`config.mk`:
```
export PLATFORM = sky130hd
export DESIGN_NAME = ultrasonic_echo_ranger
export DESIGN_NICKNAME = d
export VERILOG_FILES = /design/src/rtl/core/uer_pkg.sv /design/src/rtl/core/ultrasonic_echo_ranger.sv
export SDC_FILE = /design/constraint.sdc
export NUM_CORES = 1
export LEC_CHECK = 0
export BUFFER_PORTS_ARGS = -buffer_cell sky130_fd_sc_hd__buf_2
export CAP_MARGIN = 15
export CORE_MARGIN = 1.5
export CORE_UTILIZATION = 50
export DETAILED_ROUTE_END_ITERATION = 7
export PLACE_DENSITY_LB_ADDON = 0.08
export RECOVER_POWER = 25
export SYNTH_ARGS = -nofsm -noshare
export SYNTH_HDL_FRONTEND = slang
export SYNTH_SLANG_ARGS = --single-unit
```
`constraint.sdc`:
```
create_clock -name clk -period 5.55 [get_ports clk]
set_input_delay 1.11 -clock clk [delete_from_list [all_inputs] [get_ports clk]]
set_output_delay 1.11 -clock clk [all_outputs]
set_load 0.01 [all_outputs]
```
`src/rtl/core/uer_pkg.sv`:
```
package uer_pkg;

    // Timer width default
    localparam int TIMER_BITS_DEF = 16;

    // Configuration register widths
    localparam int TRIG_W    = 10;
    localparam int TIMEOUT_W = 16;
    localparam int CM_W      = 8;
    localparam int CFG_IDX_W = 2;
    localparam int CFG_W     = 16;

    // Stream payload widths
    localparam int IN_TDATA_W  = 8;
    localparam int OUT_TDATA_W = 16;

    // Configuration register indexes
    localparam logic [CFG_IDX_W-1:0] REG_TRIG_LOW  = 2'd0;
    localparam logic [CFG_IDX_W-1:0] REG_TRIG_HIGH = 2'd1;
    localparam logic [CFG_IDX_W-1:0] REG_TIMEOUT   = 2'd2;
    localparam logic [CFG_IDX_W-1:0] REG_US_PER_CM = 2'd3;

    // Configuration reset values
    localparam logic [TRIG_W-1:0]    TRIG_LOW_RST  = 10'd2;
    localparam logic [TRIG_W-1:0]    TRIG_HIGH_RST = 10'd10;
    localparam logic [TIMEOUT_W-1:0] TIMEOUT_RST   = 16'd30000;
    localparam logic [CM_W-1:0]      US_PER_CM_RST = 8'd58;

    // Largest distance count
    localparam logic [CM_W-1:0] CM_MAX = 8'd255;

    // Measurement phases
    typedef enum logic [2:0] {
        PH_IDLE = 3'd0,
        PH_LOW  = 3'd1,
        PH_HIGH = 3'd2,
        PH_RISE = 3'd3,
        PH_FALL = 3'd4
    } phase_t;

endpackage

```
`src/rtl/core/ultrasonic_echo_ranger.sv`:
```
// Echo ranger for a trigger/echo ultrasonic distance sensor.
// Input stream: one transfer per microsecond tick, carrying a start request
// and the sampled echo pin level. Output stream: one transfer per input
// transfer, carrying the trigger pin level, busy, done, ok and the distance
// in centimetres (last finished result between measurements).
// A start from idle holds trigger low (unless its time is zero), then
// drives the trigger pulse, then times the echo high interval, counting one
// centimetre every us_per_cm ticks (saturating at 255). Each echo phase
// uses the same timeout; a timeout finishes with ok low and distance zero.
// An input transfer passes the input register, then the result register,
// on its way to the output. Throughput: one tick per cycle while the
// receiver accepts, set by the phase/counter update between the registers.
// When the receiver stalls, the result register holds, the input register
// fills, and s_tready drops; no tick is lost or repeated.
// Configuration writes (cfg_we) take effect at the next edge and are meant
// to be made only while no measurement is running.
// Reset (rst_n low, asynchronous) empties both registers, returns the
// sequencer to idle, clears counters and the last distance, and restores
// the default configuration.
module ultrasonic_echo_ranger #(
    parameter int TIMER_BITS = uer_pkg::TIMER_BITS_DEF
) (
    input  logic                              clk,
    input  logic                              rst_n,
    // s_tdata: [0] start_req, [1] echo, [7:2] zero
    input  logic                              s_tvalid,
    output logic                              s_tready,
    input  logic [uer_pkg::IN_TDATA_W-1:0]    s_tdata,
    // m_tdata: [0] trigger, [1] busy_res, [2] done_res, [3] ok,
    //          [11:4] distance_cm, [15:12] zero
    output logic                              m_tvalid,
    input  logic                              m_tready,
    output logic [uer_pkg::OUT_TDATA_W-1:0]   m_tdata,
    input  logic                              cfg_we,
    input  logic [uer_pkg::CFG_IDX_W-1:0]     cfg_index,
    input  logic [uer_pkg::CFG_W-1:0]         cfg_data
);
    import uer_pkg::*;

    localparam int CMP_W = (TIMER_BITS > TIMEOUT_W) ? TIMER_BITS : TIMEOUT_W;
    localparam logic [TIMER_BITS-1:0] TICK_MAX = {TIMER_BITS{1'b1}};
    localparam logic [TIMER_BITS-1:0] TICK_ONE = TIMER_BITS'(1);

    // Configuration registers
    logic [TRIG_W-1:0]    trig_low_reg;
    logic [TRIG_W-1:0]    trig_high_reg;
    logic [TIMEOUT_W-1:0] timeout_reg;
    logic [CM_W-1:0]      us_per_cm_reg;

    // Pipeline registers
    logic       in_valid_reg;
    logic       start_reg;
    logic       echo_reg;
    logic       out_valid_reg;
    logic [OUT_TDATA_W-1:0] out_data_reg;

    // Measurement state
    phase_t                phase_reg, phase_next;
    logic [TIMER_BITS-1:0] ticks_reg, ticks_next;
    logic [CM_W-1:0]       sub_reg, sub_next;
    logic [CM_W-1:0]       cnt_reg, cnt_next;
    logic [CM_W-1:0]       dist_reg, dist_next;

    logic       out_ready;
    logic       fire;
    logic       trig_o, busy_o, done_o, ok_o;
    logic [TIMER_BITS-1:0] tick_inc;
    logic [CMP_W-1:0]      limit;
    logic                  reached;
    logic [CM_W-1:0]       sub_base, cnt_base, sub_inc, sub_echo, cnt_echo;

    // Handshake control
    assign out_ready = !out_valid_reg || m_tready;
    assign fire      = in_valid_reg && out_ready;
    assign s_tready  = !in_valid_reg || out_ready;
    assign m_tvalid  = out_valid_reg;
    assign m_tdata   = out_data_reg;

    // Configuration writes
    always_ff @(posedge clk or negedge rst_n)
    begin
        if (!rst_n)
        begin
            trig_low_reg  <= TRIG_LOW_RST;
            trig_high_reg <= TRIG_HIGH_RST;
            timeout_reg   <= TIMEOUT_RST;
            us_per_cm_reg <= US_PER_CM_RST;
        end
        else if (cfg_we)
        begin
            case (cfg_index)
                REG_TRIG_LOW:  trig_low_reg  <= cfg_data[TRIG_W-1:0];
                REG_TRIG_HIGH: trig_high_reg <= cfg_data[TRIG_W-1:0];
                REG_TIMEOUT:   timeout_reg   <= cfg_data[TIMEOUT_W-1:0];
                REG_US_PER_CM: us_per_cm_reg <= cfg_data[CM_W-1:0];
                default: ;
            endcase
        end
    end

    // Phase tick counter, saturating, and its limit check
    always_comb
    begin
        tick_inc = (ticks_reg != TICK_MAX) ? ticks_reg + TICK_ONE : ticks_reg;
        case (phase_reg)
            PH_LOW:  limit = CMP_W'(trig_low_reg);
            PH_HIGH: limit = CMP_W'(trig_high_reg);
            default: limit = CMP_W'(timeout_reg);
        endcase
        reached = (CMP_W'(tick_inc) >= limit) || (tick_inc == TICK_MAX);
    end

    // Centimetre counting for one echo-high tick
    always_comb
    begin
        sub_base = (phase_reg == PH_RISE) ? '0 : sub_reg;
        cnt_base = (phase_reg == PH_RISE) ? '0 : cnt_reg;
        sub_inc  = sub_base + 8'd1;
        if (sub_inc >= us_per_cm_reg)
        begin
            sub_echo = '0;
            cnt_echo = (cnt_base < CM_MAX) ? cnt_base + 8'd1 : cnt_base;
        end
        else
        begin
            sub_echo = sub_inc;
            cnt_echo = cnt_base;
        end
    end

    // Next state
    always_comb
    begin
        phase_next = phase_reg;
        ticks_next = ticks_reg;
        sub_next   = sub_reg;
        cnt_next   = cnt_reg;
        dist_next  = dist_reg;
        case (phase_reg)
            PH_LOW:
            begin
                ticks_next = tick_inc;
                if (reached)
                begin
                    phase_next = PH_HIGH;
                    ticks_next = '0;
                end
            end
            PH_HIGH:
            begin
                ticks_next = tick_inc;
                if (reached)
                begin
                    phase_next = PH_RISE;
                    ticks_next = '0;
                end
            end
            PH_RISE:
            begin
                if (echo_reg)
                begin
                    // first echo tick counts; the fall timer starts at one
                    phase_next = PH_FALL;
                    ticks_next = TICK_ONE;
                    sub_next   = sub_echo;
                    cnt_next   = cnt_echo;
                end
                else
                begin
                    ticks_next = tick_inc;
                    if (reached)
                    begin
                        phase_next = PH_IDLE;
                        dist_next  = '0;
                    end
                end
            end
            PH_FALL:
            begin
                if (!echo_reg)
                begin
                    phase_next = PH_IDLE;
                    dist_next  = cnt_reg;
                end
                else
                begin
                    sub_next   = sub_echo;
                    cnt_next   = cnt_echo;
                    ticks_next = tick_inc;
                    if (reached)
                    begin
                        phase_next = PH_IDLE;
                        dist_next  = '0;
                    end
                end
            end
            default:
            begin
                phase_next = PH_IDLE;
                if (start_reg)
                begin
                    phase_next = (trig_low_reg != '0) ? PH_LOW : PH_HIGH;
                    ticks_next = '0;
                    sub_next   = '0;
                    cnt_next   = '0;
                end
            end
        endcase
    end

    // Result flags
    always_comb
    begin
        trig_o = 1'b0;
        busy_o = 1'b1;
        done_o = 1'b0;
        ok_o   = 1'b0;
        case (phase_reg)
            PH_LOW:  ;
            PH_HIGH: trig_o = 1'b1;
            PH_RISE: done_o = !echo_reg && reached;
            PH_FALL:
            begin
                done_o = !echo_reg || reached;
                ok_o   = !echo_reg;
            end
            default: busy_o = start_reg;
        endcase
    end

    // Input register
    always_ff @(posedge clk or negedge rst_n)
    begin
        if (!rst_n)
            in_valid_reg <= 1'b0;
        else if (s_tready)
            in_valid_reg <= s_tvalid;
    end

    always_ff @(posedge clk)
    begin
        if (s_tready && s_tvalid)
        begin
            start_reg <= s_tdata[0];
            echo_reg  <= s_tdata[1];
        end
    end

    // Sequencer state, updated once per tick
    always_ff @(posedge clk or negedge rst_n)
    begin
        if (!rst_n)
        begin
            phase_reg <= PH_IDLE;
            ticks_reg <= '0;
            sub_reg   <= '0;
            cnt_reg   <= '0;
            dist_reg  <= '0;
        end
        else if (fire)
        begin
            phase_reg <= phase_next;
            ticks_reg <= ticks_next;
            sub_reg   <= sub_next;
            cnt_reg   <= cnt_next;
            dist_reg  <= dist_next;
        end
    end

    // Result register
    always_ff @(posedge clk or negedge rst_n)
    begin
        if (!rst_n)
            out_valid_reg <= 1'b0;
        else if (out_ready)
            out_valid_reg <= in_valid_reg;
    end

    always_ff @(posedge clk)
    begin
        if (fire)
            out_data_reg <= {4'b0000, dist_next, ok_o, done_o, busy_o, trig_o};
    end

endmodule

```
==> flow_summary.toml, run 1 <==
[placement]
place_ws_ns = 0.867
dp_cells = 693
io_buffers = 38
hpwlAfterDp_um = 9070
gp_congestion = 0.814

[pwr]
intPower_uw = 1550
combPwrFrac = 0.293
leakagePower_uw = 0.00281
power_density_mw_per_mm2 = 364
power.net_switching_uw = 770
power_frac_seq = 0.418
pwr-share-clk = 0.289
sw_frac_of_total = 0.332
ir_worst_vdd_mv = 0.288

[timing]
period_minus_slack_ns = 4.69
worst_pin_slew_ns = 2.59
relSlewSlack = -0.725
post-route-period-util = 0.845
finalSetupTns_ns = 0
grt_setup_unrepaired = "no"
fmax_mhz = 213
slew_viol_final = 47
timing.final.hold_violations = 0
fin_hold_ws_ns = 0.492
clock_skew_ns = 0.00621
worst_slack_ns = 0.859
setup_viol = 0

[critical_path]
cp-startpoint = "ticks_reg[0]"
cp-endpoint = "ticks_reg[2]"
reg2reg_from = "ticks_reg[0]"
crit_type = "reg2reg"
worst_ep_arrival_time_ns = 4.98
cp_data_required_time_ns = 5.84
cp_max_fo = 15
r2r_cells = 14
start_kind = "register"
worstSetupEndpointType = "register"
rr_endpoint = "ticks_reg[2]"
reg2reg_setup_slack_ns = 0.86

[floorplan]
row_count = 39
io_pins = 49
dieArea_mm2 = 0.0122
coreArea_mm2 = 0.0114
die_w_um = 111
die_h_um = 111
start_util = 0.509

[drt]
drt_iter0_markers = 286
drt_wl_total_um = 12800
dr.pass1.iters = 4
drc = 0
ant_nets = 0
vias_per_cell = 6.04
vias = 4279
detail_route.wl_per_cell_um = 18.1

[run_status]
violations = "max-capacitance violations, max-slew violations"
status = "finished, violations left"

[global_routing]
overflow = 0
antenna_found_initial = 0
grt_util_all_layers = 0.217
grt_max_degree = 47
grt_pass1_wl_um = 21400
grt_pass1_vias = 4221

[run]
drv_cap = 1

[clock_tree]
clock_sink_count = 103
clkTransAtPathRegs_ns = 0.07
cts_resized = 0
cts_buffers = 9
post_cts_buffers = 0
tritoncts = "done"
clock-root-buffer = "clkbuf_16"
insertion_delay_ns = 0.35
ctsHtreeMaxLevel = 3
cts_buffer_depth = 2
cts_hold_repair.buffers = 0

[cells_and_area]
synthToLayoutAreaGrowth_pct = 10.1
final_cell_count_no_fill = 709
final_util = 0.560
n_antenna_cell = 0
drive_gt1_frac = 0.226
nets = 618
fillers = 1043

[synthesis]
ys_async_sr_fraction = 0.864
synth-main-ff-cell = "dfrtp_1"
ys.warnings.count = 0
syn_area_mm2 = 0.00579
synthCells = 537
ys_types = 63
synth-edff-count = 14
ys_ff_latch = 103
synth_seq_area_share = 0.460
postSynthAreaPerCell_um2 = 10.8

[min_path]
hp-class = "reg2reg"
## metrics by stage
step / area [um2] / power [uW]
CTS: 6380 / 2340
global route: 6370 / 2470
finish: 6370 / 2320
floorplan: 5800 / 1470
global placement: 6060 / 1630
detailed placement: 6060 / 1660
## metal layers
layer	wire [um]	global-route usage	part of all wire	vias to the layer above
met4	174	0.0513	0.014	0
li1	-	-	-	2055
met3	501	0.0461	0.039	12
met1	6030	0.301	0.47	2133
met2	6110	0.351	0.48	79
met5	0	0	0	-
## cell families (layout without fill, tap and decap cells)
logic type,after synthesis,after routing,share of synthesized area
compound gates,135,135,0.178
xor+xnor,17,17,0.0257
fa+ha+maj,27,27,0.0579
buf+inv,55,81,0.0411
flops,103,103,0.460
mux,46,46,0.0895
other cells,1,4,0.000648
simple gates,153,153,0.146
## synth_stat cells (all sizes together) (15+ instances only)
cell type / instances / share of area
dfrtp: 75 / 0.32
ha: 26 / 0.056
o21ai: 18 / 0.016
a22o: 38 / 0.058
mux2: 46 / 0.089
nand2: 29 / 0.019
a21oi: 16 / 0.014
nor2: 30 / 0.020
buf: 15 / 0.015
nand3: 21 / 0.019
clkbuf: 19 / 0.012
inv: 21 / 0.014
## power by group through the flow
stage	Clock (uW)	Combinational, uW	Sequential [uW]
after floorplan	0	527	938
after global placement	0	656	978
after detailed placement	0	677	982
after CTS	688	682	968
after global routing	716	767	986
final	672	679	969
## critical path, cell delays in order, from the launching register on
cell and delay (ns):
dfrtp_1 0.52, ha_1 0.30, nand3_2 0.22, or4_1 0.71
and4_4 0.25, or2_2 0.31, ha_1 0.32, and4_1 0.21
a21oi_1 0.14, o221ai_1 0.14, maj3_1 0.34, nand4_1 0.25
nand4_4 0.18, a31oi_4 0.52, a32o_1 0.21
## cells in the final DEF, fill, tap and decap left out, types with 5 or more instances in the layout
cell type and instances:
dfrtp_1 75, mux2_2 45, a22o_1 38, buf_2 36, nor2_1 29, nand2_1 29
ha_1 26, inv_1 21, nand3_1 20, o21ai_0 17, a21oi_1 16, edfxtp_1 14
dfstp_2 14, o22ai_1 12, xnor2_1 11, o22a_1 11, nand4_1 10, nor3_1 10
clkbuf_16 10, nand2b_1 8, nor4_1 8, and3_1 7, and2_1 6, xor2_1 6
buf_4 6, a21o_1 5
## final cells by class
type	count	area, um2	share of cell area
clock buffers	13	272	0.0426
clock inverters	3	47.5	0.00746
inverters	21	78.8	0.0124
multi-input cells	382	2900	0.455
flip-flops and latches	103	2670	0.418
well taps	143	179	0.0281
repair buffers	44	233	0.0365
## worst min path at each step
stage	start	endpoint	slack [ns]	cells after the start
4_1_cts	in_valid_reg	m_tvalid	0.49	1
3_5_place_dp	dist_reg[5]	dist_reg[5]	0.48	1
2_1_floorplan	in_valid_reg	m_tvalid	0.46	1
5_1_grt	dist_reg[5]	dist_reg[5]	0.51	1
3_3_place_gp	in_valid_reg	m_tvalid	0.47	1
6_report	in_valid_reg	m_tvalid	0.49	1
Power figures use the tool's default switching activity.
==> run 2, diff against run 1 <==
--- a/config.mk
+++ b/config.mk
@@ -5,6 +5,7 @@
 export SDC_FILE = /design/constraint.sdc
 export NUM_CORES = 1
 export LEC_CHECK = 0
+export ABC_AREA = 1
 export BUFFER_PORTS_ARGS = -buffer_cell sky130_fd_sc_hd__buf_2
 export CAP_MARGIN = 15
 export CORE_MARGIN = 1.5
==> constraint.sdc (replaced) <==
create_clock -name clk -period 3.9 [get_ports clk]
set_input_delay 0.78 -clock clk [delete_from_list [all_inputs] [get_ports clk]]
set_output_delay 0.78 -clock clk [all_outputs]
set_load 0.01 [all_outputs]
==> run 2 against run 1 <==
Against the previous run: the flow still finishes with violations (max-capacitance violations, max-slew violations); cell area grew 0.31%; global-route usage grew 1.0 points; sequential power grew 42%; largest cell class unchanged; largest power group unchanged.
==> flow_summary.toml, run 2 <==
[cells_and_area]
synthToLayoutAreaGrowth_pct = 9.99
final_cell_area_mm2 = 0.00639
drive_gt1_frac = 0.120
final_common_cell = "nand2_1"
final_util = 0.562
mostFrequentLayoutCells = "250 x nand2_1, 86 x inv_1, 75 x dfrtp_1"
nets = 833
n_antenna_cell = 0
final_cell_count_no_fill = 924

[timing]
finalSetupTns_ns = 0
fmax_mhz = 295
fin_hold_ws_ns = 0.486
period_minus_slack_ns = 3.39
grt_setup_unrepaired = "no"
clock_skew_ns = 0.00716
slew_viol_final = 38
post-route-period-util = 0.869
setup_viol = 0
timing.final.hold_violations = 0
worst_pin_slew_ns = 1.97
relSlewSlack = -0.315

[synthesis]
syn_area_mm2 = 0.00581
ys_ff_latch = 103
synthTopCellsByArea = "dfrtp_1 32%, nand2_1 16%, edfxtp_1 7.2%"
synth-edff-count = 14
synth_top_cell_area_share = 0.323
synth_seq_area_share = 0.459
ys_top_cells_by_count = "250 x nand2_1, 86 x inv_1, 75 x dfrtp_1"
ys_async_sr_fraction = 0.864
yosys.area.top_type = "dfrtp_1"
synthCells = 738
postSynthAreaPerCell_um2 = 7.87
synth_most_common_cell = "nand2_1"
ys_types = 38
ys.warnings.count = 0
synth-main-ff-cell = "dfrtp_1"

[clock_tree]
ctsHtreeMaxLevel = 3
insertion_delay_ns = 0.35
clock-root-buffer = "clkbuf_16"
tritoncts = "done"
cts_buffers = 9
clkTransAtPathRegs_ns = 0.07
clock_sink_count = 103
cts_hold_repair.buffers = 0
cts_buffer_depth = 2

[placement]
gp_congestion = 0.829
dp_cells = 907
placed_area_mm2 = 0.00612
io_buffers = 38
hpwlAfterDp_um = 9070

[floorplan]
coreArea_mm2 = 0.0114
die_w_um = 111
dieArea_mm2 = 0.0123
row_count = 39
start_util = 0.511
io_pins = 49
die_h_um = 111

[drt]
drt_wl_total_um = 12800
drt_iter0_markers = 248
vias_per_cell = 5.19
detail_route.wl_per_cell_um = 13.8
vias = 4798
dr.pass1.iters = 5
drc = 0
ant_nets = 0

[critical_path]
start_kind = "register"
worst_ep_arrival_time_ns = 3.62
cp_data_required_time_ns = 4.13
crit_type = "reg2reg"
cp_max_fo = 10
worstSetupEndpointType = "register"

[global_routing]
antenna_found_initial = 0
grt_pass1_vias = 4749
grt_pass1_wl_um = 22500
overflow = 0
grt_util_all_layers = 0.227
grt_max_degree = 87

[run_status]
status = "finished, violations left"
violations = "max-capacitance violations, max-slew violations"

[pwr]
power_density_mw_per_mm2 = 518
ir_worst_vdd_mv = 0.347
leakagePower_uw = 0.00323

[run]
drv_cap = 1

[min_path]
hp-class = "reg2reg"
[run 2: metal layers]
| layer | share of wire | wire length (um) | track usage | up-vias |
|---|---|---|---|---|
| li1 | - | - | - | 2447 |
| met1 | 0.48 | 6150 | 0.307 | 2244 |
| met2 | 0.47 | 6000 | 0.373 | 98 |
| met3 | 0.040 | 511 | 0.0498 | 9 |
| met4 | 0.010 | 133 | 0.0607 | 0 |
| met5 | 0 | 0 | 0 | - |
[run 2: final cells by class]
| type | instances | area, um2 |
|---|---|---|
| Fill cell | 1087 | 4980 |
| Multi-Input combinational cell | 526 | 2710 |
| Sequential cell | 103 | 2670 |
| Inverter | 92 | 345 |
| Clock buffer | 13 | 250 |
| Timing Repair Buffer | 44 | 228 |
| Tap cell | 143 | 179 |
| Clock inverter | 3 | 18.8 |
[run 2: worst paths after layout]
check	from	to	slack [ns]	depth (start not counted)
setup / recovery	phase_reg[2]	cnt_reg[5]	0.51	20
hold / removal	trig_low_reg[8]	trig_low_reg[8]	0.49	2
setup reg to reg	phase_reg[2]	cnt_reg[5]	0.51	20
hold reg to reg	trig_low_reg[8]	trig_low_reg[8]	0.49	2
max in group asynchronous	rst_n	us_per_cm_reg[6]	0.81	2
min in group asynchronous	rst_n	ticks_reg[12]	0.98	1
[run 2: metrics by stage]
step / total power (uW) / setup WS, ns
2_1_floorplan: 2190 / 0.957
3_3_place_gp: 2450 / 0.543
3_5_place_dp: 2500 / 0.484
4_1_cts: 3350 / 0.440
5_1_grt: 3570 / 0.0699
6_report: 3310 / 0.510
[run 2: power breakdown]
part / switching (uW) / total, uW / leakage (uW) / internal, uW
combinational: 729 / 1090 / 0.00182 / 360
clock: 390 / 842 / 0.000134 / 452
sequential: 106 / 1380 / 0.00128 / 1280
total: 1230 / 3310 / 0.00323 / 2090
[run 2: what timing repair did]
action	4_1_cts	5_1_grt
gates resized for setup	0	1
setup buffers	0	0
endpoints found under the setup margin	0	1
[run 2: critical path: stages (launching register included)]
cell and delay, ns:
dfrtp_1 0.40, inv_1 0.14, nand3_2 0.24, nand2_1 0.20
inv_1 0.08, ha_1 0.21, nand3_1 0.13, nor2_1 0.05
nand2_1 0.06, xor2_1 0.20, inv_1 0.07, ha_1 0.27
nand2_1 0.06, nor2_1 0.15, nand4_1 0.09, nand3_1 0.20
nand2_1 0.19, nor2_2 0.18, nand3_1 0.11, xor2_1 0.14
o22ai_1 0.08
[run 2: kinds of logic (layout without fill, tap and decap cells)]
| logic type | after synthesis | count (layout) | share of synthesized area |
|---|---|---|---|
| adder cells (fa/ha/maj) | 26 | 26 | 0.0560 |
| other | 1 | 4 | 0.000645 |
| AO/OA/AOI/OAI | 99 | 99 | 0.102 |
| XOR/XNOR | 18 | 18 | 0.0271 |
| flip-flops | 103 | 103 | 0.459 |
| multiplexers | 6 | 6 | 0.0116 |
| AND/OR/NAND/NOR | 373 | 373 | 0.266 |
| buffers and inverters | 112 | 152 | 0.0782 |
==> run 3, diff against run 2 <==
--- a/config.mk
+++ b/config.mk
@@ -6,13 +6,14 @@
 export NUM_CORES = 1
 export LEC_CHECK = 0
 export ABC_AREA = 1
-export BUFFER_PORTS_ARGS = -buffer_cell sky130_fd_sc_hd__buf_2
+export BUFFER_PORTS_ARGS = -buffer_cell sky130_fd_sc_hd__buf_4
 export CAP_MARGIN = 15
 export CORE_MARGIN = 1.5
-export CORE_UTILIZATION = 50
+export CORE_UTILIZATION = 38
 export DETAILED_ROUTE_END_ITERATION = 7
 export PLACE_DENSITY_LB_ADDON = 0.08
 export RECOVER_POWER = 25
 export SYNTH_ARGS = -nofsm -noshare
 export SYNTH_HDL_FRONTEND = slang
 export SYNTH_SLANG_ARGS = --single-unit
+export TNS_END_PERCENT = 10
==> run 3 against run 2 <==
Against the previous run: the run still ends with max-capacitance violations, max-slew violations left; die area increased by 31%; maximum frequency decreased by 2.3%; via count decreased by 0.54%; register-to-register slack got worse by 0.08 ns; combinational power about the same; first-iteration DRC count decreased by 2.4%; sequential power about the same; cell area increased by 2.8%; power increased by 2.1%; count of clock-buffer cells in the layout decreased by 3; non-clock buffer count increased by 1.
==> flow_summary.toml, run 3 (synthesis results as in run 2) <==
[cells_and_area]
mostFrequentLayoutCells = "250 x nand2_1, 86 x inv_1, 75 x dfrtp_1"
final_cell_area_mm2 = 0.00657
n_antenna_cell = 0
final_common_cell = "nand2_1"
final_util = 0.436
synthToLayoutAreaGrowth_pct = 13.1
drive_gt1_frac = 0.124
nets = 834
fillers = 1543

[drt]
vias_per_cell = 4.92
detail_route.wl_per_cell_um = 13.6
dr.pass1.iters = 6
drt_wl_total_um = 13200
drc = 0
ant_nets = 0
vias = 4772
drt_iter0_markers = 242

[min_path]
min_path_cells = 2
hp-class = "reg2reg"

[clock_tree]
cts_hold_repair.buffers = 0
clock-root-buffer = "clkbuf_16"
clkTransAtPathRegs_ns = 0.07
post_cts_buffers = 0
cts_buffer_depth = 2
tritoncts = "done"
insertion_delay_ns = 0.35
cts_resized = 0
ctsHtreeMaxLevel = 3
clock_sink_count = 103
cts_buffers = 9

[critical_path]
cp_max_fo = 10
cpMaxStageDelayCell = "dfrtp_1"
worst_ep_arrival_time_ns = 3.71
crit_type = "reg2reg"
slowest_delay_ns = 0.41
cpMostUsedCell = "nand2_1"
worstSetupEndpointType = "register"
start_kind = "register"
r2r_cells = 21
timing.critical_path.cells = "inv_1 > nor2_2 > nand2_2 > nand2_2 > clkinv_1 > buf_4 > a221oi_1 > ha_1 > a21oi_1 > a21boi_0 > nand2_1 > nand2_1 > nand2_1 > nand2_1 > nand2_2 > inv_2 > nand2_4 > nand2_1 > inv_1 > nand2_1 > nand2_1"
cp_data_required_time_ns = 4.14

[timing]
slew_viol_final = 66
clock_skew_ns = 0.00866
relSlewSlack = -0.126
finalSetupTns_ns = 0
post-route-period-util = 0.890
fin_hold_ws_ns = 0.485
timing.final.hold_violations = 0
period_minus_slack_ns = 3.47
worst_pin_slew_ns = 1.69
setup_viol = 0
fmax_mhz = 288
grt_setup_unrepaired = "no"

[global_routing]
antenna_found_initial = 0
overflow = 0
grt_pass1_vias = 4662
grt_util_all_layers = 0.177
grt_pass1_wl_um = 22700
grt_max_degree = 66

[placement]
gp_congestion = 0.849
hpwlAfterDp_um = 9640
io_buffers = 38
placed_area_mm2 = 0.00629

[floorplan]
die_w_um = 127
io_pins = 49
coreArea_mm2 = 0.0151
start_util = 0.385
dieArea_mm2 = 0.0160
die_h_um = 127
row_count = 45

[pwr]
ir_worst_vdd_mv = 0.295
power_density_mw_per_mm2 = 515
leakagePower_uw = 0.00328
power_uw = 3380

[run_status]
status = "finished, violations left"
violations = "max-capacitance violations, max-slew violations"

[run]
drv_cap = 1
==> run 3: critical path, delay by kind of cell (launching register included) <==
kind                     cells  cell delay (ns)
buffers and inverters        5             0.85
adder cells (fa/ha/maj)      1             0.31
AND/OR/NAND/NOR             12             1.14
flip-flops                   1             0.41
AO/OA/AOI/OAI                3             0.64
==> run 3: path summary, 6_finish.rpt <==
| path | startpoint | endpoint | slack (ns) |
|---|---|---|---|
| setup / recovery | phase_reg[0] | phase_reg[1] | 0.43 |
| hold / removal | dist_reg[4] | dist_reg[4] | 0.48 |
| setup reg to reg | phase_reg[0] | phase_reg[1] | 0.43 |
| hold reg to reg | dist_reg[4] | dist_reg[4] | 0.48 |
| max in group asynchronous | rst_n | us_per_cm_reg[5] | 1.95 |
| min in group asynchronous | rst_n | ticks_reg[14] | 0.88 |
==> run 3: area by class of cell <==
| class | count | area, um2 | area share |
|---|---|---|---|
| Multi-Input combinational cell | 526 | 2700 | 0.411 |
| Sequential cell | 103 | 2670 | 0.405 |
| Inverter | 92 | 345 | 0.0525 |
| Timing Repair Buffer | 45 | 335 | 0.0510 |
| Tap cell | 188 | 235 | 0.0358 |
| Clock buffer | 10 | 229 | 0.0348 |
| Clock inverter | 6 | 60.1 | 0.00914 |
==> run 3: per-stage QoR <==
stage / instances / setup slack, ns
finish: 970 / 0.430
global route: 970 / 0.0731
CTS: 970 / 0.399
detailed placement: 954 / 0.428
global placement: 954 / 0.480
floorplan: 741 / 0.957
==> run 3: metal layers <==
| layer | track usage | vias up | part of all wire | wire length, um |
|---|---|---|---|---|
| met1 | 0.242 | 2226 | 0.50 | 6540 |
| met2 | 0.286 | 83 | 0.46 | 6070 |
| met4 | 0.0541 | 0 | 0.010 | 132 |
| li1 | - | 2456 | - | - |
| met5 | 0 | - | 0 | 0 |
| met3 | 0.0358 | 7 | 0.032 | 424 |
==> run 3: where the power goes <==
group,leakage [uW],internal [uW],total (uW),switching [uW]
sequential,0.00128,1280,1380,104
combinational,0.00186,380,1110,732
clock,0.000140,496,892,396
total,0.00328,2150,3380,1230
